===== src/rtl/assert_macros.svh =====
// Assertion macros used by the RTL of the hex-float text formatter.
// Depends on nothing; the using module must have clk and rst_n in scope.
`ifndef ASSERT_MACROS_SVH
`define ASSERT_MACROS_SVH

// Clocked check, switched off while reset is asserted
`define AST_CLK(lbl, prop, msg) \
    lbl: assert property (@(posedge clk) disable iff (!rst_n) prop) else $error(msg);

// Clocked check that also holds during reset
`define AST_ALWAYS(lbl, prop, msg) \
    lbl: assert property (@(posedge clk) prop) else $error(msg);

`endif


===== src/rtl/b2hf_pkg.sv =====
// Package for the binary32 hex-float text formatter: types, ASCII codes
// and small helper functions. Depends on nothing.
package b2hf_pkg;

    localparam int FRAC_W = 23;
    localparam int EXPF_W = 8;
    localparam int SEXP_W = 9;

    localparam logic [EXPF_W-1:0] EXPF_SPECIAL = 8'hff;
    localparam logic signed [SEXP_W-1:0] EXP_BIAS = 9'sd127;
    localparam logic signed [SEXP_W-1:0] SUBN_EXP = -9'sd126;

    // ASCII codes
    localparam logic [7:0] CH_MINUS = 8'h2d;
    localparam logic [7:0] CH_PLUS  = 8'h2b;
    localparam logic [7:0] CH_DOT   = 8'h2e;
    localparam logic [7:0] CH_0     = 8'h30;
    localparam logic [7:0] CH_1     = 8'h31;
    localparam logic [7:0] CH_LA    = 8'h61;
    localparam logic [7:0] CH_LF    = 8'h66;
    localparam logic [7:0] CH_LI    = 8'h69;
    localparam logic [7:0] CH_LN    = 8'h6e;
    localparam logic [7:0] CH_LP    = 8'h70;
    localparam logic [7:0] CH_LX    = 8'h78;

    typedef enum logic [1:0] {
        ST_IDLE,
        ST_NORM,
        ST_EMIT
    } ctl_state_t;

    typedef enum logic [1:0] {
        CLS_NUM,
        CLS_ZERO,
        CLS_INF,
        CLS_NAN
    } cls_t;

    // Text fields walked by the character sequencer
    typedef enum logic [3:0] {
        F_SIGN,
        F_ZERO0,
        F_X,
        F_LEAD,
        F_DOT,
        F_DIG,
        F_P,
        F_ESIGN,
        F_EHUN,
        F_ETEN,
        F_EONE,
        F_SPEC0,
        F_SPEC1,
        F_SPEC2
    } fld_t;

    typedef struct packed {
        logic                      done;
        logic [FRAC_W-1:0]         frac;
        logic signed [SEXP_W-1:0]  expo;
    } norm_stat_t;

    typedef struct packed {
        logic                      sign;
        cls_t                      cls;
        logic [FRAC_W-1:0]         frac;
        logic signed [SEXP_W-1:0]  expo;
    } emit_cmd_t;

    // Lower-case hex character of one nibble
    function automatic logic [7:0] hex_char(input logic [3:0] nib);
        logic [7:0] c;
        if (nib < 4'd10)
            c = CH_0 + {4'b0000, nib};
        else
            c = CH_LA + {4'b0000, nib} - 8'd10;
        return c;
    endfunction

    // Number of fraction digits left after trimming trailing zero nibbles
    function automatic logic [2:0] frac_digits(input logic [23:0] f24);
        logic [2:0] n;
        if (f24[3:0] != 4'h0)
            n = 3'd6;
        else if (f24[7:4] != 4'h0)
            n = 3'd5;
        else if (f24[11:8] != 4'h0)
            n = 3'd4;
        else if (f24[15:12] != 4'h0)
            n = 3'd3;
        else if (f24[19:16] != 4'h0)
            n = 3'd2;
        else if (f24[23:20] != 4'h0)
            n = 3'd1;
        else
            n = 3'd0;
        return n;
    endfunction

    // Tens digit of a value below 100, by counting decade thresholds
    function automatic logic [3:0] dec_tens(input logic [6:0] v);
        logic [3:0] t;
        t = 4'd0;
        for (int k = 1; k < 10; k++)
        begin
            if (v >= 7'(10 * k))
                t = t + 4'd1;
        end
        return t;
    endfunction

endpackage


===== src/rtl/b2hf_norm.sv =====
// Iterative normalizer: one-bit left shift with exponent decrement per step.
// Depends on b2hf_pkg.
module b2hf_norm
    import b2hf_pkg::*;
(
    input  logic        clk,
    input  logic        load,
    input  logic        step,
    input  logic [31:0] float_bits,
    output norm_stat_t  stat
);

    logic [FRAC_W:0]          mant_reg, mant_next;
    logic signed [SEXP_W-1:0] expo_reg, expo_next;

    logic [EXPF_W-1:0] expf;
    logic [FRAC_W-1:0] frac;

    assign expf = float_bits[30:23];
    assign frac = float_bits[22:0];

    // Load the mantissa, or shift one bit toward the hidden-bit position
    always_comb
    begin
        mant_next = mant_reg;
        expo_next = expo_reg;
        if (load)
        begin
            if (expf == '0 && frac != '0)
            begin
                mant_next = {1'b0, frac};
                expo_next = SUBN_EXP;
            end
            else
            begin
                mant_next = {1'b1, frac};
                expo_next = $signed({1'b0, expf}) - EXP_BIAS;
            end
        end
        else if (step)
        begin
            mant_next = {mant_reg[FRAC_W-1:0], 1'b0};
            expo_next = expo_reg - 9'sd1;
        end
    end

    always_ff @(posedge clk)
    begin
        mant_reg <= mant_next;
        expo_reg <= expo_next;
    end

    assign stat.done = mant_reg[FRAC_W];
    assign stat.frac = mant_reg[FRAC_W-1:0];
    assign stat.expo = expo_reg;

endmodule


===== src/rtl/b2hf_emit.sv =====
// Character sequencer: walks the text fields and emits one ASCII word a cycle.
// Depends on b2hf_pkg.
module b2hf_emit
    import b2hf_pkg::*;
(
    input  logic       clk,
    input  logic       rst_n,
    input  logic       load,
    input  emit_cmd_t  cmd,
    output logic       char_valid,
    output logic [7:0] char_code,
    output logic       last_char
);

    logic        active_reg, active_next;
    fld_t        fld_reg, fld_next;
    logic        nan_reg, nan_next;
    logic        lead_one_reg, lead_one_next;
    logic [23:0] digits_reg, digits_next;
    logic [2:0]  ndig_reg, ndig_next;
    logic [2:0]  dcnt_reg, dcnt_next;
    logic [7:0]  mag_reg, mag_next;
    logic        eneg_reg, eneg_next;

    logic        is_spec;
    logic [23:0] f24_l;
    logic [3:0]  tens;
    fld_t        after_sign;
    fld_t        after_esign;

    assign is_spec = cmd.cls inside {CLS_INF, CLS_NAN};
    assign f24_l   = {cmd.frac, 1'b0};
    assign tens    = dec_tens(mag_reg[6:0]);

    assign after_sign  = nan_reg || !lead_one_reg && (ndig_reg == 3'd7) ? F_SPEC0 : F_ZERO0;
    assign after_esign = (mag_reg >= 8'd100) ? F_EHUN :
                         (mag_reg >= 8'd10)  ? F_ETEN : F_EONE;

    // Emit the current field and pick the next one
    always_comb
    begin
        active_next   = active_reg;
        fld_next      = fld_reg;
        nan_next      = nan_reg;
        lead_one_next = lead_one_reg;
        digits_next   = digits_reg;
        ndig_next     = ndig_reg;
        dcnt_next     = dcnt_reg;
        mag_next      = mag_reg;
        eneg_next     = eneg_reg;
        char_code     = CH_0;
        last_char     = 1'b0;

        case (fld_reg)
            F_SIGN:
            begin
                char_code = CH_MINUS;
                fld_next  = after_sign;
            end
            F_ZERO0:
            begin
                char_code = CH_0;
                fld_next  = F_X;
            end
            F_X:
            begin
                char_code = CH_LX;
                fld_next  = F_LEAD;
            end
            F_LEAD:
            begin
                char_code = lead_one_reg ? CH_1 : CH_0;
                fld_next  = (ndig_reg != 3'd0) ? F_DOT : F_P;
            end
            F_DOT:
            begin
                char_code = CH_DOT;
                fld_next  = F_DIG;
            end
            F_DIG:
            begin
                char_code   = hex_char(digits_reg[23:20]);
                digits_next = {digits_reg[19:0], 4'h0};
                dcnt_next   = dcnt_reg + 3'd1;
                if (dcnt_reg == ndig_reg - 3'd1)
                    fld_next = F_P;
            end
            F_P:
            begin
                char_code = CH_LP;
                fld_next  = F_ESIGN;
            end
            F_ESIGN:
            begin
                char_code = eneg_reg ? CH_MINUS : CH_PLUS;
                fld_next  = after_esign;
            end
            F_EHUN:
            begin
                char_code = CH_1;
                mag_next  = mag_reg - 8'd100;
                fld_next  = F_ETEN;
            end
            F_ETEN:
            begin
                char_code = CH_0 + {4'b0000, tens};
                mag_next  = mag_reg - ({4'b0000, tens} * 8'd10);
                fld_next  = F_EONE;
            end
            F_EONE:
            begin
                char_code   = CH_0 + {4'b0000, mag_reg[3:0]};
                last_char   = 1'b1;
                active_next = 1'b0;
            end
            F_SPEC0:
            begin
                char_code = nan_reg ? CH_LN : CH_LI;
                fld_next  = F_SPEC1;
            end
            F_SPEC1:
            begin
                char_code = nan_reg ? CH_LA : CH_LN;
                fld_next  = F_SPEC2;
            end
            F_SPEC2:
            begin
                char_code   = nan_reg ? CH_LN : CH_LF;
                last_char   = 1'b1;
                active_next = 1'b0;
            end
            default:
            begin
                char_code   = CH_0;
                active_next = 1'b0;
            end
        endcase

        // Hold everything while idle
        if (!active_reg)
        begin
            active_next   = active_reg;
            fld_next      = fld_reg;
            digits_next   = digits_reg;
            dcnt_next     = dcnt_reg;
            mag_next      = mag_reg;
            last_char     = 1'b0;
        end

        // Load a new value; special values reuse ndig as a marker for inf
        if (load)
        begin
            active_next   = 1'b1;
            nan_next      = (cmd.cls == CLS_NAN);
            lead_one_next = (cmd.cls == CLS_NUM);
            digits_next   = f24_l;
            dcnt_next     = 3'd0;
            if (is_spec)
                ndig_next = (cmd.cls == CLS_INF) ? 3'd7 : 3'd0;
            else if (cmd.cls == CLS_ZERO)
                ndig_next = 3'd0;
            else
                ndig_next = frac_digits(f24_l);
            if (cmd.cls == CLS_NUM)
            begin
                eneg_next = cmd.expo[SEXP_W-1];
                mag_next  = cmd.expo[SEXP_W-1] ? 8'(-cmd.expo) : 8'(cmd.expo);
            end
            else
            begin
                eneg_next = 1'b0;
                mag_next  = 8'd0;
            end
            if (cmd.sign)
                fld_next = F_SIGN;
            else if (is_spec)
                fld_next = F_SPEC0;
            else
                fld_next = F_ZERO0;
        end
    end

    // Control state
    always_ff @(posedge clk or negedge rst_n)
    begin
        if (!rst_n)
        begin
            active_reg <= 1'b0;
            fld_reg    <= F_SIGN;
        end
        else
        begin
            active_reg <= active_next;
            fld_reg    <= fld_next;
        end
    end

    // Payload state
    always_ff @(posedge clk)
    begin
        nan_reg      <= nan_next;
        lead_one_reg <= lead_one_next;
        digits_reg   <= digits_next;
        ndig_reg     <= ndig_next;
        dcnt_reg     <= dcnt_next;
        mag_reg      <= mag_next;
        eneg_reg     <= eneg_next;
    end

    assign char_valid = active_reg;

endmodule


===== src/rtl/binary32_to_hex_float_text.sv =====
// Top level of the binary32 hex-float text formatter: control sequencer,
// normalizer and character sequencer. Depends on b2hf_pkg, b2hf_norm, b2hf_emit.
//
// Channel   Direction  Handshake                    Payload
// input     in         start & !busy accepts        float_bits[31:0]
// result    out        char_valid strobe, 1 cycle   char_code[7:0], last_char
//
// An accepted value is loaded into the normalizer, which shifts a subnormal
// left until its hidden bit is set (up to 23 shifts, none for other values);
// then n characters (3 to 16) are emitted on consecutive cycles, one per cycle.
// busy rises after the accept and stays high through the last character; the
// next value can be accepted the cycle after it.
// Reset clears the sequencers; nothing else is reset.
// The receiver cannot stall: each character is valid for exactly one cycle.
`include "assert_macros.svh"

module binary32_to_hex_float_text
    import b2hf_pkg::*;
(
    input  logic        clk,
    input  logic        rst_n,
    input  logic        start,
    output logic        busy,
    input  logic [31:0] float_bits,
    output logic        char_valid,
    output logic [7:0]  char_code,
    output logic        last_char
);

    ctl_state_t state_reg, state_next;
    logic       sign_reg, sign_next;
    cls_t       cls_reg, cls_next;

    logic       accept;
    cls_t       cls_in;
    norm_stat_t nstat;
    emit_cmd_t  ecmd;
    logic       norm_step;
    logic       emit_load;

    assign accept = start && (state_reg == ST_IDLE);

    // Classify the incoming word
    always_comb
    begin
        if (float_bits[30:0] == '0)
            cls_in = CLS_ZERO;
        else if (float_bits[30:23] == EXPF_SPECIAL)
            cls_in = (float_bits[22:0] == '0) ? CLS_INF : CLS_NAN;
        else
            cls_in = CLS_NUM;
    end

    // Sequence: normalize, then emit
    always_comb
    begin
        state_next = state_reg;
        sign_next  = sign_reg;
        cls_next   = cls_reg;
        norm_step  = 1'b0;
        emit_load  = 1'b0;
        case (state_reg)
            ST_IDLE:
            begin
                if (start)
                begin
                    sign_next  = float_bits[31];
                    cls_next   = cls_in;
                    state_next = ST_NORM;
                end
            end
            ST_NORM:
            begin
                if (nstat.done)
                begin
                    emit_load  = 1'b1;
                    state_next = ST_EMIT;
                end
                else
                begin
                    norm_step = 1'b1;
                end
            end
            ST_EMIT:
            begin
                if (char_valid && last_char)
                    state_next = ST_IDLE;
            end
            default:
            begin
                state_next = ST_IDLE;
            end
        endcase
    end

    always_ff @(posedge clk or negedge rst_n)
    begin
        if (!rst_n)
            state_reg <= ST_IDLE;
        else
            state_reg <= state_next;
    end

    always_ff @(posedge clk)
    begin
        sign_reg <= sign_next;
        cls_reg  <= cls_next;
    end

    b2hf_norm u_norm (
        .clk        (clk),
        .load       (accept),
        .step       (norm_step),
        .float_bits (float_bits),
        .stat       (nstat)
    );

    assign ecmd.sign = sign_reg;
    assign ecmd.cls  = cls_reg;
    assign ecmd.frac = nstat.frac;
    assign ecmd.expo = nstat.expo;

    b2hf_emit u_emit (
        .clk        (clk),
        .rst_n      (rst_n),
        .load       (emit_load),
        .cmd        (ecmd),
        .char_valid (char_valid),
        .char_code  (char_code),
        .last_char  (last_char)
    );

    assign busy = (state_reg != ST_IDLE);

    `AST_ALWAYS(a_valid_busy, char_valid |-> busy, "character word outside a busy period")
    `AST_CLK(a_accept_quiet, (start && !busy) |=> (busy && !char_valid), "accept did not start normalization")
    `AST_CLK(a_last_ends, (char_valid && last_char) |=> !char_valid, "word after the last character")
    `AST_CLK(a_text_contig, (char_valid && !last_char) |=> char_valid, "gap inside a text")

endmodule


===== config.mk =====
export PLATFORM = sky130hd
export DESIGN_NAME = binary32_to_hex_float_text
export DESIGN_NICKNAME = d
export VERILOG_FILES = /design/src/rtl/b2hf_pkg.sv /design/src/rtl/b2hf_norm.sv /design/src/rtl/b2hf_emit.sv /design/src/rtl/binary32_to_hex_float_text.sv
export VERILOG_INCLUDE_DIRS = /design/src /design/src/rtl
export SDC_FILE = /design/constraint.sdc
export NUM_CORES = 1
export LEC_CHECK = 0
export ABC_CLOCK_PERIOD_IN_PS = 10240
export BUFFER_PORTS_ARGS = -buffer_cell sky130_fd_sc_hd__buf_2
export CAP_MARGIN = 20
export CORE_UTILIZATION = 35
export DETAILED_ROUTE_END_ITERATION = 6
export SLEW_MARGIN = 20
export SYNTH_ARGS = -nofsm -noshare
export SYNTH_HDL_FRONTEND = slang
export SYNTH_HIERARCHICAL = 1
export SYNTH_SLANG_ARGS = --single-unit

===== constraint.sdc =====
create_clock -name clk -period 10.24 [get_ports clk]
set_input_delay 2.048 -clock clk [delete_from_list [all_inputs] [get_ports clk]]
set_output_delay 2.048 -clock clk [all_outputs]
set_load 0.02 [all_outputs]

# Word level (Yosys, flattened, before mapping)
# Index checks and enable logic that the tools add are counted.
# op_classes
add_sub_neg,20
mul,1
magnitude_cmp,12
eq_ne,25
mux,64
bitwise,1
n_reduce_logical,36
# op_table
cell,n
$mux 24,6
$pmux 8 s13,1
$mux 4,17
$pmux 4 s12,1
$mux 8,5
$logic_not 31->1,1
$mux 3,10
$add 4x1->4 const B,7
$mux 9,3
$eq 4x4->1 const B,6
$reduce_bool 4->1,6
$logic_not 23->1,1
$reduce_bool 23->1,1
$add 6x4->7 const A,3
$ge 7x6->1 const B,3
$ge 7x7->1 const B,3
$eq 4x3->1 const B,4
$pmux 8 s2,1
$ge 7x5->1 const B,2
$mux 1,14
$reduce_bool 13->1,1
$reduce_or 12->1,1
$mux 2,5
$reduce_bool 2->1,5
other kinds (37),52
# word_totals
regBits,83
input_bits,35

# Logic depth before layout (Yosys ltp)
# Gate-level depths: netlist of the first run.
# depth
ltp_word,23
depth_mapped,37
mapped_depth_nobuf,36

# By module
# Netlist of the first run, hierarchy kept.
# modules_own_cells
module,n_inst,cells_each,area_each_um2,seq_area_each_um2
b2hf_emit,1,464,4050.1,1296.2
b2hf_norm,1,124,1721.7,991.0
binary32_to_hex_float_text,1,30,297.8,140.1

# Worst setup path after synthesis of the first run
# No wires, ideal clock.
# synth_path
path_kind,reg2out
from,reg u_emit.mag_reg[6]
to,out char_code[3]
t_arrival_ns,5.455
t_required_ns,8.192
setup_slack_ns,2.737
stages_incl_launch_ff,24
cell_sequence,edfxtp_1 buf_6 clkbuf_1 nor4_1 a21oi_1 o21a_1 ha_1 clkbuf_1 a21boi_1 nor2_1 ha_1 a22oi_1 nand2_1 xor2_1 a211oi_1 nor2_1 ha_1 nand2_1 or3_1 o22ai_1 mux2i_1 and3_1 or2_2 o211ai_1
# synth_between
elab_chain_len,20
# synth_lines
item,line_no,source
start: declaration,b2hf_emit.sv:22,"logic [7:0] mag_reg, mag_next;"
start signal: assignment,b2hf_emit.sv:206,mag_reg <= mag_next;
$ge 7x4->1,b2hf_pkg.sv:106,if (v >= 7'(10 * k))
$mux 1,b2hf_pkg.sv:106,
$add 1x1->2,b2hf_pkg.sv:107,t = t + 4'd1;
$mux 4,b2hf_pkg.sv:106,
$add 4x1->4,b2hf_pkg.sv:107,
$mux 4,b2hf_pkg.sv:106,
$add 4x1->4,b2hf_pkg.sv:107,
$mux 4,b2hf_pkg.sv:106,
(+4 left out),-,
$add 4x1->4,b2hf_pkg.sv:107,
$mux 4,b2hf_pkg.sv:106,
$add 4x1->4,b2hf_pkg.sv:107,
$mux 4,b2hf_pkg.sv:106,
$add 4x1->4,b2hf_pkg.sv:107,
$mux 4 *,b2hf_pkg.sv:106,
$add 6x4->7 *,b2hf_emit.sv:106,"char_code = CH_0 + {4'b0000, tens};"
$pmux 8 s13 *,b2hf_emit.sv:54,case (fld_reg)
end: declaration,binary32_to_hex_float_text.sv:26,"output logic [7:0] char_code,"
# Every way passes the cells marked *; elsewhere a longest branch is shown, timed or not.

# Worst setup path after layout of the first run
# layout_path
from,reg u_emit.mag_reg[3]
to,out char_code[3]
# layout_between
elab_chain_len,20
# layout_lines
item,line_no
$ge 7x4->1,b2hf_pkg.sv:106
$mux 1,b2hf_pkg.sv:106
$add 1x1->2,b2hf_pkg.sv:107
$mux 4,b2hf_pkg.sv:106
$add 4x1->4,b2hf_pkg.sv:107
$mux 4,b2hf_pkg.sv:106
$add 4x1->4,b2hf_pkg.sv:107
$mux 4,b2hf_pkg.sv:106
(+4 left out),-
$add 4x1->4,b2hf_pkg.sv:107
$mux 4,b2hf_pkg.sv:106
$add 4x1->4,b2hf_pkg.sv:107
$mux 4,b2hf_pkg.sv:106
$add 4x1->4,b2hf_pkg.sv:107
$mux 4,b2hf_pkg.sv:106
$add 6x4->7,b2hf_emit.sv:106
$pmux 8 s13 *,b2hf_emit.sv:54
# Marked as above.

==> results of run 1 <==
## metrics by stage
stage	hold slack (ns)	cell area, sq um	setup WS, ns	util (%)	std cells
after floorplan	0.4646	6070	2.737	-	618
after global placement	0.4782	6452	2.567	38.50	854
after detailed placement	0.5020	6452	2.340	38.50	854
after CTS	0.5099	6739	1.968	40.21	870
after global routing	0.5323	6774	1.498	40.42	872
final	0.5123	6774	1.899	40.42	872
## cell usage after synthesis, types with 3 or more instances
cell,count
xor2_1,26
nor2b_1,6
mux2_2,42
and2_1,8
nor2_1,44
a21oi_1,36
a31oi_1,4
a211o_1,4
o21a_1,3
dfxtp_1,3
nor4_1,14
and3_1,3
o32ai_1,3
o31ai_1,7
a22oi_1,4
ha_1,30
a211oi_1,4
o22ai_1,6
clkbuf_1,19
xnor2_1,21
buf_1,3
nand2_1,52
o21ai_0,27
nand4_1,9
a31o_2,3
dfrtp_1,7
nor3b_1,5
nor4_2,4
nor3_1,11
or4_1,5
nand2b_1,5
inv_1,39
or2_2,10
nand3_1,15
mux2i_1,9
edfxtp_1,73
a21o_1,4
o21bai_1,3
## final cells by class
type | instances | area (sq um) | area share, %
flip-flops and latches | 83 | 2427 | 35.83
well taps | 220 | 275.3 | 4.064
clock inverters | 5 | 53.80 | 0.7942
multi-input cells | 468 | 3381 | 49.91
clock buffers | 11 | 232.7 | 3.436
repair buffers | 46 | 257.7 | 3.805
inverters | 39 | 146.4 | 2.161
## layout by cell type (no fill, tap or decap), types with 10 or more instances in the layout
master    netlist  routed
nand3_1        15      15
xor2_1         26      26
ha_1           30      30
mux2_2         42      42
nor4_1         14      14
nand2_1        52      52
nor3_1         11      11
a21oi_1        36      36
buf_2           2      43
xnor2_1        21      21
inv_1          39      39
o21ai_0        27      27
nor2_1         44      42
edfxtp_1       73      73
or2_2          10      10
## how the worst max path moves through the flow
stage	end	slack, ns	startpoint
after CTS	char_code[3]	1.97	u_emit/mag_reg[3]
after global placement	char_code[3]	2.57	u_emit/mag_reg[3]
after global routing	char_code[3]	1.50	u_emit/mag_reg[3]
after floorplan	char_code[3]	2.74	u_emit/mag_reg[6]
after detailed placement	u_emit/mag_reg[7]	2.34	u_emit/mag_reg[3]
final	char_code[3]	1.90	u_emit/mag_reg[3]
## routing by layer
metal / wire length, microns / up-vias / part of all wire, %
met5: 0 / - / 0
met4: 157 / 0 / 1.1
met3: 727 / 10 / 5.0
met2: 6237 / 148 / 43
met1: 7296 / 2312 / 51
li1: - / 2335 / -
## cell families after synthesis
group | after synthesis | share of synthesized area (%)
AOI/OAI and AO/OA | 134 | 14.84
xor gates and xnor gates | 47 | 6.782
adders and majority gates | 32 | 6.844
buffers and inverters | 67 | 4.556
DFF | 83 | 39.99
muxes | 52 | 9.524
other | 2 | 0.1237
and+or+nand+nor | 201 | 17.34
## worst register-to-register path, delay by kind of cell, from the launching register on
kind	cells	cell delay [ns]
xor+xnor	2	0.27
flops	1	0.62
mux	1	0.11
buf+inv	4	0.43
fa+ha+maj	7	2.24
simple gates	9	2.08
compound gates	9	2.03
==> results.sh, run 1 <==
export IMPL_status="complete, no violations"
export IMPL_crit_path_end_kind="output pin"
export IMPL_drt_iter0_markers=486
export IMPL_largest_reg_flops=24
export IMPL_path_class="register to output pin"
export IMPL_synth_top_cell_area_share_pct=36.12
export IMPL_routedWlPerCell_microns=16.53
export IMPL_worst_slew_pin_slew_ns=0.8402
export IMPL_grt_pass1_vias=4531
export IMPL_row_count=47
export IMPL_gr_usage_met1_pct=24.83
export IMPL_arrival_ns=6.29
export IMPL_postCtsSetupBuffers=0
export IMPL_worst_path_max_delay_cell="edfxtp_1"
export IMPL_synth_area_per_cell_sq_um=9.821
export IMPL_met2_usage_pct=24.80
export IMPL_pin_count=46
export IMPL_firstDrtPassIters=5
export IMPL_crit_buf_inv=2
export IMPL_cpPeakStageDelay_ns=0.62
export IMPL_top_usage_layer="met1"
export IMPL_vias=4805
export IMPL_r2r_cells=32
export IMPL_synth_seq_area_share_pct=39.99
export IMPL_antenna_left=0
export IMPL_synth_top_cell_by_area="edfxtp_1"
export IMPL_grtUsageMet3_pct=3.425
export IMPL_crit_family="compound AO/OA/AOI/OAI gates"
export IMPL_synth_seq_cells=83
export IMPL_hold_depth=2
export IMPL_ctsLongestPathBuffers=2
export IMPL_diodes=0
export IMPL_grt_overflow=0
export IMPL_post_cts_resized=0
export IMPL_cap_violations=0
export IMPL_relSlewSlack_pct=43.99
export IMPL_hpwl_mm=10.52
export IMPL_cts_tree="done"
export IMPL_hp_start="u_emit/dcnt_reg[1]"
export IMPL_required_ns=8.19
export IMPL_r2r_slack_ns=2.19
export IMPL_hp_class="register to register"
export IMPL_h_tree_depth=3
export IMPL_grt_pass1_wl_mm=23.67
export IMPL_antenna_found_initial=0
export IMPL_crit_cells=22
export IMPL_final_hold_viol_count=0
export IMPL_start_util_pct=36.22
export IMPL_finalSetupViolCount=0
export IMPL_crit_path_start_kind="register"
export IMPL_async_reset_ff_share_pct=8.434
export IMPL_ys_flop_type="edfxtp_1"
export IMPL_ys_warn_count=6
export IMPL_syn_inst=618
export IMPL_layout_drive_gt1_share_pct=19.63
export IMPL_rsz0062_at_grt="no"
export IMPL_drv_slew=0
export IMPL_coreArea_sq_mm=0.01676
export IMPL_cp_common_cell="ha_1"
export IMPL_clkSinkCount=83
export IMPL_numPortBuffers=43
export IMPL_via_per_inst=5.510
export IMPL_wirelength_mm=14.42
export IMPL_finalSetupTns_ns=0
export IMPL_synth_area_sq_mm=0.006070
export IMPL_die_x_microns=133.7
export IMPL_clock_latency_ns=0.33
export IMPL_cts_hold_buffers_added=0
export IMPL_die_h_microns=133.7
export IMPL_finalWorstPathRequiredPeriod_ns=8.341
export IMPL_max_clock_freq_mhz=119.9
export IMPL_area_growth_pct=11.61
export IMPL_fill_cells=1663
export IMPL_mappedNetlistNets=685
export IMPL_path_cells="inv_1, nor4_1, a21oi_1, o21a_1, ha_1, a21boi_1, nor2_1, ha_1, a22oi_1, nand2_1, xor2_1, a211oi_1, nor2_1, ha_1, nand2_1, or3_1, o22ai_1, mux2i_1, and3_1, or2_2, o211ai_1, buf_2"
export IMPL_r2r_start="u_emit/mag_reg[3]"
export IMPL_fin_worst_skew_ns=0.005779
export IMPL_nets=714
export IMPL_holdPathEnd="u_emit/dcnt_reg[1]"
export IMPL_cts_root_buf="clkbuf_16"
export IMPL_critPathMaxFanout=13
export IMPL_dieArea_sq_mm=0.01787
export IMPL_r2r_end="u_emit/mag_reg[7]"
export IMPL_gp_congestion=0.8520
export IMPL_synth_cell_types=72
export IMPL_post_route_period_util_pct=81.45
export IMPL_grt_total_usage_pct=16.65
export IMPL_path_clk_slew_ns=0.06
export IMPL_grt_max_degree=51
export IMPL_cts_buffers=9
export IMPL_drc=0
export IMPL_yosys_top_cells_area="edfxtp_1, mux2_2, ha_1"
export IMPL_synth_edff_count=73
Power of run 1 is not shown: default switching activity piles up to over one toggle a cycle in this logic, so the estimate is an artifact.
==> run 2: changes to the inputs <==
--- a/config.mk
+++ b/config.mk
@@ -6,7 +6,7 @@
 export SDC_FILE = /design/constraint.sdc
 export NUM_CORES = 1
 export LEC_CHECK = 0
-export ABC_CLOCK_PERIOD_IN_PS = 10240
+export ABC_CLOCK_PERIOD_IN_PS = 7600
 export BUFFER_PORTS_ARGS = -buffer_cell sky130_fd_sc_hd__buf_2
 export CAP_MARGIN = 20
 export CORE_UTILIZATION = 35
==> constraint.sdc (replaced) <==
create_clock -name clk -period 7.6 [get_ports clk]
set_input_delay 1.52 -clock clk [delete_from_list [all_inputs] [get_ports clk]]
set_output_delay 1.52 -clock clk [all_outputs]
set_load 0.02 [all_outputs]
==> results.sh, run 2 (synthesis results as in run 1) <==
export IMPL_h_tree_depth=3
export IMPL_gp_congestion=0.8970
export IMPL_status="complete, no violations"
export IMPL_hold_ws_ns=0.5023
export IMPL_vias=4902
export IMPL_start_util_pct=36.22
export IMPL_grt_total_usage_pct=16.49
export IMPL_antenna_left=0
export IMPL_cts_root_buf="clkbuf_16"
export IMPL_cap_violations=0
export IMPL_final_cell_mix="edfxtp_1, nand2_1, buf_2, mux2_2, nor2_1"
export IMPL_wirelength_mm=14.59
export IMPL_r2r_slack_ns=0.45
export IMPL_finalSetupViolCount=0
export IMPL_numPortBuffers=43
export IMPL_antenna_found_initial=0
export IMPL_final_hold_viol_count=0
export IMPL_arrival_ns=7.21
export IMPL_multi_input_area_sq_mm=0.003480
export IMPL_grt_pass1_vias=4562
export IMPL_fin_ws_ns=0.4515
export IMPL_die_x_microns=133.7
export IMPL_critPathMaxFanout=7
export IMPL_row_count=47
export IMPL_cts_hold_buffers_added=0
export IMPL_finalWorstPathRequiredPeriod_ns=7.148
export IMPL_place_inst=860
export IMPL_grt_overflow=0
export IMPL_regArea_sq_mm=0.002427
export IMPL_pre_cts_ws_ns=0.09441
export IMPL_post_route_period_util_pct=94.06
export IMPL_pin_count=46
export IMPL_crit_path_end_kind="register"
export IMPL_crit_family="adder cells"
export IMPL_cpPeakStageDelay_ns=0.50
export IMPL_coreArea_sq_mm=0.01676
export IMPL_worst_path_max_delay_cell="edfxtp_1"
export IMPL_hp_class="register to register"
export IMPL_drv_slew=0
export IMPL_drt_iter0_markers=387
export IMPL_routedWlPerCell_microns=16.52
export IMPL_nets=725
export IMPL_firstDrtPassIters=5
export IMPL_area_growth_pct=14.64
export IMPL_dieArea_sq_mm=0.01787
export IMPL_relSlewSlack_pct=31.10
export IMPL_fin_worst_skew_ns=0.006135
export IMPL_clock_latency_ns=0.33
export IMPL_worst_slew_pin_slew_ns=1.031
export IMPL_cts_buffers=9
export IMPL_final_common_cell="edfxtp_1"
export IMPL_die_h_microns=133.7
export IMPL_finalNonFillerCells=883
export IMPL_cts_tree="done"
export IMPL_hpwl_mm=10.73
export IMPL_ctsLongestPathBuffers=2
export IMPL_crit_path_start_kind="register"
export IMPL_largest_reg_flops=24
export IMPL_grt_max_degree=51
export IMPL_drc=0
export IMPL_required_ns=7.66
export IMPL_max_clock_freq_mhz=139.9
export IMPL_fill_cells=1619
export IMPL_via_per_inst=5.552
export IMPL_diodes=0
export IMPL_path_clk_slew_ns=0.06
export IMPL_path_class="register to register"
export IMPL_clkSinkCount=83
export IMPL_finalSetupTns_ns=0
export IMPL_cp_common_cell="ha_1"
export IMPL_layout_drive_gt1_share_pct=23.08
export IMPL_crit_buf_inv=4
export IMPL_grt_pass1_wl_mm=23.59
[run 2: layout make-up]
type                            instances  area share, %
Inverter                               39          2.104
Timing Repair Buffer                   57          4.837
Clock buffer                           10          3.291
Multi-Input combinational cell        468          50.01
Tap cell                              220          3.956
Clock inverter                          6         0.9171
Sequential cell                        83          34.89
[run 2: worst min-delay path: cells and delay by family, from the launching register on]
family	cells	cell delay (ns)
AO/OA/AOI/OAI	1	0.05
flip-flops	1	0.34
AND/OR/NAND/NOR	1	0.07
[run 2: final timing paths]
check	from	end	cells after the start
max	u_emit/mag_reg[6]	u_emit/mag_reg[7]	33
min	u_emit/dcnt_reg[1]	u_emit/dcnt_reg[1]	2
max reg2reg	u_emit/mag_reg[6]	u_emit/mag_reg[7]	33
min reg2reg	u_emit/dcnt_reg[1]	u_emit/dcnt_reg[1]	2
max in group asynchronous	rst_n	u_emit/fld_reg[1]	1
min in group asynchronous	rst_n	state_reg[1]	1
[run 2: routing by layer]
metal | vias up | share of wire [%] | track usage (%)
met2 | 163 | 45 | 25.26
met3 | 19 | 5.1 | 3.653
met5 | - | 0 | 0
met1 | 2356 | 48 | 23.34
met4 | 0 | 1.5 | 4.356
li1 | 2364 | - | -
[run 2: stage by stage]
step	util [%]	cell area [sq um]
global placement	38.77	6497
global route	41.52	6958
floorplan	-	6070
detailed placement	38.77	6497
CTS	40.52	6790
finish	41.52	6958
[run 2: timing repair]
action,CTS,global route
setup buffers,0,6
resized for setup,0,20
endpoints found under the setup margin,0,5
Power of run 2 is left out for the same reason.
